**src/hw/rtl/cabac_binary_arithmetic_encoder_macros.svh**
```systemverilog
// Assertion helpers used by the encoder back end.
`ifndef CABAC_BINARY_ARITHMETIC_ENCODER_MACROS_SVH
`define CABAC_BINARY_ARITHMETIC_ENCODER_MACROS_SVH

// Property must hold at every clock edge outside reset.
`define CABAC_ASSERT(name, prop, msg) \
  name: assert property (@(posedge clk_i) disable iff (!rst_ni) (prop)) else $error(msg);

// Condition must never be seen outside reset.
`define CABAC_NEVER(name, cond, msg) \
  name: assert property (@(posedge clk_i) disable iff (!rst_ni) !(cond)) else $error(msg);

`endif

```
**src/hw/rtl/cabac_pkg.sv**
```systemverilog
package cabac_pkg;

  localparam int NUM_CONTEXTS = 1024;
  localparam int CTX_AW       = (NUM_CONTEXTS > 1) ? $clog2(NUM_CONTEXTS) : 1;
  localparam int OUT_W        = 16;
  localparam int IDX_W        = 10;
  localparam int LOW_W        = 10;
  localparam int RNG_W        = 9;
  localparam int ST_W         = 6;
  localparam int CTX_W        = 7;
  localparam int FOLLOW_W     = 16;
  localparam int FIFO_DEPTH   = 2;

  localparam logic [OUT_W-1:0] OUT_MAX      = {OUT_W{1'b1}};
  localparam logic [32:0]      OUT_MAX_WIDE = (33'd1 << OUT_W) - 33'd1;
  localparam logic [32:0]      FOLLOW_MAX   = 33'd65535;

  typedef enum logic [1:0] {
    CMD_REGULAR    = 2'd0,
    CMD_TERMINATE  = 2'd1,
    CMD_LOAD_CTX   = 2'd2,
    CMD_LOAD_CODER = 2'd3
  } cmd_e;

  // Classified command as it travels from front to back.
  typedef struct packed {
    cmd_e              cmd;
    logic              bin;
    logic              idx_ok;
    logic [CTX_AW-1:0] idx;
    logic [CTX_W-1:0]  ctx;
    logic [LOW_W-1:0]  low;
    logic [RNG_W-1:0]  rng;
    logic [OUT_W-1:0]  outs;
    logic              outs_sat;
  } item_t;

  typedef struct packed {
    logic                bit_v;
    logic [FOLLOW_W-1:0] follow;
    logic                ov;
  } run_t;

  typedef struct packed {
    run_t run;
    logic last;
  } out_t;

  localparam logic [7:0] LPS_TAB [64][4] = '{
    '{8'd128,8'd176,8'd208,8'd240}, '{8'd128,8'd167,8'd197,8'd227},
    '{8'd128,8'd158,8'd187,8'd216}, '{8'd123,8'd150,8'd178,8'd205},
    '{8'd116,8'd142,8'd169,8'd195}, '{8'd111,8'd135,8'd160,8'd185},
    '{8'd105,8'd128,8'd152,8'd175}, '{8'd100,8'd122,8'd144,8'd166},
    '{8'd95,8'd116,8'd137,8'd158},  '{8'd90,8'd110,8'd130,8'd150},
    '{8'd85,8'd104,8'd123,8'd142},  '{8'd81,8'd99,8'd117,8'd135},
    '{8'd77,8'd94,8'd111,8'd128},   '{8'd73,8'd89,8'd105,8'd122},
    '{8'd69,8'd85,8'd100,8'd116},   '{8'd66,8'd80,8'd95,8'd110},
    '{8'd62,8'd76,8'd90,8'd104},    '{8'd59,8'd72,8'd86,8'd99},
    '{8'd56,8'd69,8'd81,8'd94},     '{8'd53,8'd65,8'd77,8'd89},
    '{8'd51,8'd62,8'd73,8'd85},     '{8'd48,8'd59,8'd69,8'd80},
    '{8'd46,8'd56,8'd66,8'd76},     '{8'd43,8'd53,8'd63,8'd72},
    '{8'd41,8'd50,8'd59,8'd69},     '{8'd39,8'd48,8'd56,8'd65},
    '{8'd37,8'd45,8'd54,8'd62},     '{8'd35,8'd43,8'd51,8'd59},
    '{8'd33,8'd41,8'd48,8'd56},     '{8'd32,8'd39,8'd46,8'd53},
    '{8'd30,8'd37,8'd43,8'd50},     '{8'd29,8'd35,8'd41,8'd48},
    '{8'd27,8'd33,8'd39,8'd45},     '{8'd26,8'd31,8'd37,8'd43},
    '{8'd24,8'd30,8'd35,8'd41},     '{8'd23,8'd28,8'd33,8'd39},
    '{8'd22,8'd27,8'd32,8'd37},     '{8'd21,8'd26,8'd30,8'd35},
    '{8'd20,8'd24,8'd29,8'd33},     '{8'd19,8'd23,8'd27,8'd31},
    '{8'd18,8'd22,8'd26,8'd30},     '{8'd17,8'd21,8'd25,8'd28},
    '{8'd16,8'd20,8'd23,8'd27},     '{8'd15,8'd19,8'd22,8'd25},
    '{8'd14,8'd18,8'd21,8'd24},     '{8'd14,8'd17,8'd20,8'd23},
    '{8'd13,8'd16,8'd19,8'd22},     '{8'd12,8'd15,8'd18,8'd21},
    '{8'd12,8'd14,8'd17,8'd20},     '{8'd11,8'd14,8'd16,8'd19},
    '{8'd11,8'd13,8'd15,8'd18},     '{8'd10,8'd12,8'd15,8'd17},
    '{8'd10,8'd12,8'd14,8'd16},     '{8'd9,8'd11,8'd13,8'd15},
    '{8'd9,8'd11,8'd12,8'd14},      '{8'd8,8'd10,8'd12,8'd14},
    '{8'd8,8'd9,8'd11,8'd13},       '{8'd7,8'd9,8'd11,8'd12},
    '{8'd7,8'd9,8'd10,8'd12},       '{8'd7,8'd8,8'd10,8'd11},
    '{8'd6,8'd8,8'd9,8'd11},        '{8'd6,8'd7,8'd9,8'd10},
    '{8'd6,8'd7,8'd8,8'd9},         '{8'd2,8'd2,8'd2,8'd2}
  };

  localparam logic [ST_W-1:0] NEXT_LPS [64] = '{
    6'd0,6'd0,6'd1,6'd2,6'd2,6'd4,6'd4,6'd5,6'd6,6'd7,6'd8,6'd9,6'd9,6'd11,6'd11,6'd12,
    6'd13,6'd13,6'd15,6'd15,6'd16,6'd16,6'd18,6'd18,6'd19,6'd19,6'd21,6'd21,6'd22,6'd22,
    6'd23,6'd24,6'd24,6'd25,6'd26,6'd26,6'd27,6'd27,6'd28,6'd29,6'd29,6'd30,6'd30,6'd30,
    6'd31,6'd32,6'd32,6'd33,6'd33,6'd33,6'd34,6'd34,6'd35,6'd35,6'd35,6'd36,6'd36,6'd36,
    6'd37,6'd37,6'd37,6'd38,6'd38,6'd63
  };

endpackage

```
**src/hw/rtl/cabac_fifo.sv**
```systemverilog
module cabac_fifo (
  input  logic             clk_i,
  input  logic             rst_ni,
  input  logic             push_i,
  input  cabac_pkg::item_t item_i,
  output logic             full_o,
  input  logic             pop_i,
  output logic             valid_o,
  output cabac_pkg::item_t item_o
);

  localparam int PW = (cabac_pkg::FIFO_DEPTH > 1) ? $clog2(cabac_pkg::FIFO_DEPTH) : 1;
  localparam int CW = $clog2(cabac_pkg::FIFO_DEPTH + 1);

  cabac_pkg::item_t mem_q [cabac_pkg::FIFO_DEPTH];
  logic [PW-1:0] wptr_q, wptr_d, rptr_q, rptr_d;
  logic [CW-1:0] cnt_q, cnt_d;
  logic          do_push, do_pop;

  assign full_o  = cnt_q == CW'(cabac_pkg::FIFO_DEPTH);
  assign valid_o = cnt_q != '0;
  assign item_o  = mem_q[rptr_q];
  assign do_push = push_i && !full_o;
  assign do_pop  = pop_i && valid_o;

  always_comb begin
    wptr_d = wptr_q;
    rptr_d = rptr_q;
    cnt_d  = cnt_q;
    if (do_push) begin
      wptr_d = (32'(wptr_q) == cabac_pkg::FIFO_DEPTH - 1) ? '0 : wptr_q + 1'b1;
    end
    if (do_pop) begin
      rptr_d = (32'(rptr_q) == cabac_pkg::FIFO_DEPTH - 1) ? '0 : rptr_q + 1'b1;
    end
    if (do_push && !do_pop) begin
      cnt_d = cnt_q + 1'b1;
    end else if (do_pop && !do_push) begin
      cnt_d = cnt_q - 1'b1;
    end
  end

  always_ff @(posedge clk_i or negedge rst_ni) begin
    if (!rst_ni) begin
      wptr_q <= '0;
      rptr_q <= '0;
      cnt_q  <= '0;
    end else begin
      wptr_q <= wptr_d;
      rptr_q <= rptr_d;
      cnt_q  <= cnt_d;
    end
  end

  always_ff @(posedge clk_i) begin
    if (do_push) begin
      mem_q[wptr_q] <= item_i;
    end
  end

endmodule

```
**config.mk**
```make
export PLATFORM = sky130hd
export DESIGN_NAME = cabac_fifo
export DESIGN_NICKNAME = d
export VERILOG_FILES = /design/src/hw/rtl/cabac_binary_arithmetic_encoder_macros.svh /design/src/hw/rtl/cabac_pkg.sv /design/src/hw/rtl/cabac_fifo.sv
export SDC_FILE = /design/constraint.sdc
export NUM_CORES = 1
export LEC_CHECK = 0
export BUFFER_PORTS_ARGS = -buffer_cell sky130_fd_sc_hd__buf_2
export CORE_MARGIN = 2
export CORE_UTILIZATION = 43
export CTS_BUF_LIST = sky130_fd_sc_hd__clkbuf_16
export DETAILED_ROUTE_END_ITERATION = 6
export PLACE_DENSITY = 0.7
export SLEW_MARGIN = 20
export SYNTH_ARGS = -nofsm -noshare
export SYNTH_HDL_FRONTEND = slang
export SYNTH_SLANG_ARGS = --single-unit
```
**constraint.sdc**
```tcl
create_clock -name clk_i -period 3.8 [get_ports clk_i]
set_input_delay 0.19 -clock clk_i [delete_from_list [all_inputs] [get_ports clk_i]]
set_output_delay 0.19 -clock clk_i [all_outputs]
set_load 0.02 [all_outputs]
```
==> metrics.yaml <==
status: "finished, final reports clean"
cap_violations: 0
seqCellArea_um2: 3520
post_cts_buffers: 0
fp.dieArea_um2: 11000
skew_ns: 0.00584
cp-start-kind: "flip-flop"
layout.nets: 453
setup_viol: 0
synth_cell_types: 15
wl_um: 8190
crit_arrival_ns: 2.20
drt-vias-per-instance: 4.54
ys_top_cells_by_area: "edfxtp_1, mux2_2, mux2_4"
drv_slew: 0
crit_chain: "buf_4 > mux2_2 > buf_2"
ys_seq_area_share_pct: 80.3
synth_top_area_share_pct: 78.0
synth_nets: 258
worst_pin_slew_ns: 0.988
cts-root-buf: "clkbuf_16"
ioPinCount: 120
syn_area_per_cell_um2: 22.4
clkLatencyLatePin_ns: 0.40
fillers: 734
synth_top_area_cell: "edfxtp_1"
drt_iter0_drc: 81
antenna_found_initial: 0
die-height_um: 105
drive_gt1_share_pct: 53.2
cts_buffer_depth: 2
yosys_warnings: 0
fin_ws_ns: 1.41
cts_made_buffers: 17
rows: 36
dp_worst_setup_slack_ns: 1.70
cp.required_ns: 3.61
power_w: 0.00490
cts_tree: "yes"
ant_nets: 0
gp_congestion: 0.688
cp_max_fo: 27
grt_pass1_wl_um: 12700
htree_levels: 4
power.density_nw_per_um2: 778
port_buffers: 119
cts.clk_slew.worst_paths_ns: 0.06
fin_crit_ns: 2.39
first_global_vias: 2656
start_util_pct: 44.7
synth_area_um2: 4390
crit_type: "reg -> out"
clkSinkCount: 118
place.detailed.hpwl_um: 4930
gr-total-overflow: 0
rsz0062_at_grt: "no"
detail_route.wl_per_cell_um: 15.3
grt_usage_pct: 15.3
placed_area_um2: 5160
cellLeakagePower_nw: 2.47
area_growth_pct: 43.6
hold_class: "in -> reg"
first_pass_iters: 4
slowest_stage: "dfrtp_2"
vias: 2439
period_share_pct: 62.9
die_w_um: 105
synth_cells: 196
fmax_ghz: 0.418
diodes: 0
end_kind: "output port"
hold_viol_final: 0
multiInputGateArea_um2: 816
stdcell_area_um2: 6300
worst_path_largest_cell_delay_ns: 0.79
irDropWorstVdd_mv: 0.584
slew_headroom_pct: 34.2
holdBufCountCts: 58
core_area_um2: 9820
drc: 0
fin_setup_tns_ns: 0
cts.repair.resized: 0
grt_max_degree: 43
synth-seq-cells: 118
flip-flops by register name, indices dropped and copies added, names as in the netlist:
signal and count:
wptr_q 1, mem_q 114, rptr_q 1, cnt_q 2
final cells by class:
cell class              count  area share [%]
repair buffers            182            19.5
inverters                   2           0.119
clock buffers              17            6.76
clock inverters            15            2.09
well taps                 133            2.64
multi-input cells          70            13.0
flip-flops and latches    118            56.0
Yosys cell counts:
| master | n |
|---|---|
| mux2_2 | 37 |
| and3_1 | 1 |
| xnor2_1 | 3 |
| or2_2 | 1 |
| mux2_4 | 20 |
| inv_1 | 2 |
| buf_6 | 3 |
| dfrtp_1 | 4 |
| nand2b_1 | 1 |
| edfxtp_1 | 114 |
| nand2_1 | 2 |
| xor2_1 | 2 |
| nor2_1 | 2 |
| buf_2 | 3 |
| ha_1 | 1 |
final timing paths:
| kind | slack [ns] | startpoint | depth (start not counted) | endpoint |
|---|---|---|---|---|
| min reg2reg | 0.49 | cnt_q[1]$_DFFE_PN0P_ | 1 | cnt_q[1]$_DFFE_PN0P_ |
| min | 0.1 | pop_i | 3 | rptr_q$_DFFE_PN0P_ |
| max | 1.41 | rptr_q$_DFFE_PN0P_ | 3 | item_o[41] |
| max reg2reg | 1.76 | cnt_q[0]$_DFFE_PN0P_ | 3 | mem_q[1][10]$_DFFE_PP_ |
| min in group asynchronous | 0.12 | rst_ni | 2 | cnt_q[1]$_DFFE_PN0P_ |
| max in group asynchronous | 3.54 | rst_ni | 2 | rptr_q$_DFFE_PN0P_ |
routing by layer:
layer,vias up,part of all wire [%],wire length [um],GRT usage (%)
li1,1163,-,-,-
met1,1186,41,3340,17.1
met2,79,53,4330,25.9
met3,11,4.8,392,5.18
met4,0,1.7,136,8.19
met5,-,0,0,0
power breakdown:
group          switching, W  internal (W)  total (W)
combinational      0.000842      0.000668    0.00151
clock              0.000572      0.000898    0.00147
sequential         0.000136       0.00178    0.00192
total               0.00155       0.00335    0.00490
critical path: cells and delay by family (launching register included):
kind,cells,cell delay (ns)
DFF,1,0.79
muxes,1,0.39
buffers and inverters,2,0.60
per-stage QoR:
step                util [%]  hold slack (ns)  cells
global placement        52.5         -0.00174    447
detailed placement      52.5          0.00303    447
floorplan                  -           -0.106    196
global route            64.1            0.102    537
finish                  64.1           0.0957    537
CTS                     64.1           0.0789    537
cell usage in the layout (no fill, tap or decap), types with 2 or more instances in the layout:
cell type and count:
nand2_1 2, inv_6 3, mux2_4 20, dfrtp_1 3, clkinv_4 2, dlygate4sd3_1 58, xnor2_1 3, mux2_2 37
buf_4 4, xor2_1 2, inv_1 2, clkinvlp_4 6, buf_2 119, clkbuf_16 17, clkinv_1 2, edfxtp_1 114
kinds of logic (layout without fill, tap and decap cells):
| logic type | Yosys count | in the layout | share of synthesized area [%] |
|---|---|---|---|
| adder cells (fa/ha/maj) | 1 | 1 | 0.285 |
| flip-flops | 118 | 118 | 80.3 |
| XOR/XNOR | 5 | 5 | 0.998 |
| multiplexers | 57 | 57 | 16.3 |
| buffers and inverters | 8 | 216 | 1.28 |
| AND/OR/NAND/NOR | 7 | 7 | 0.771 |
(Power assumes the default switching activity.)
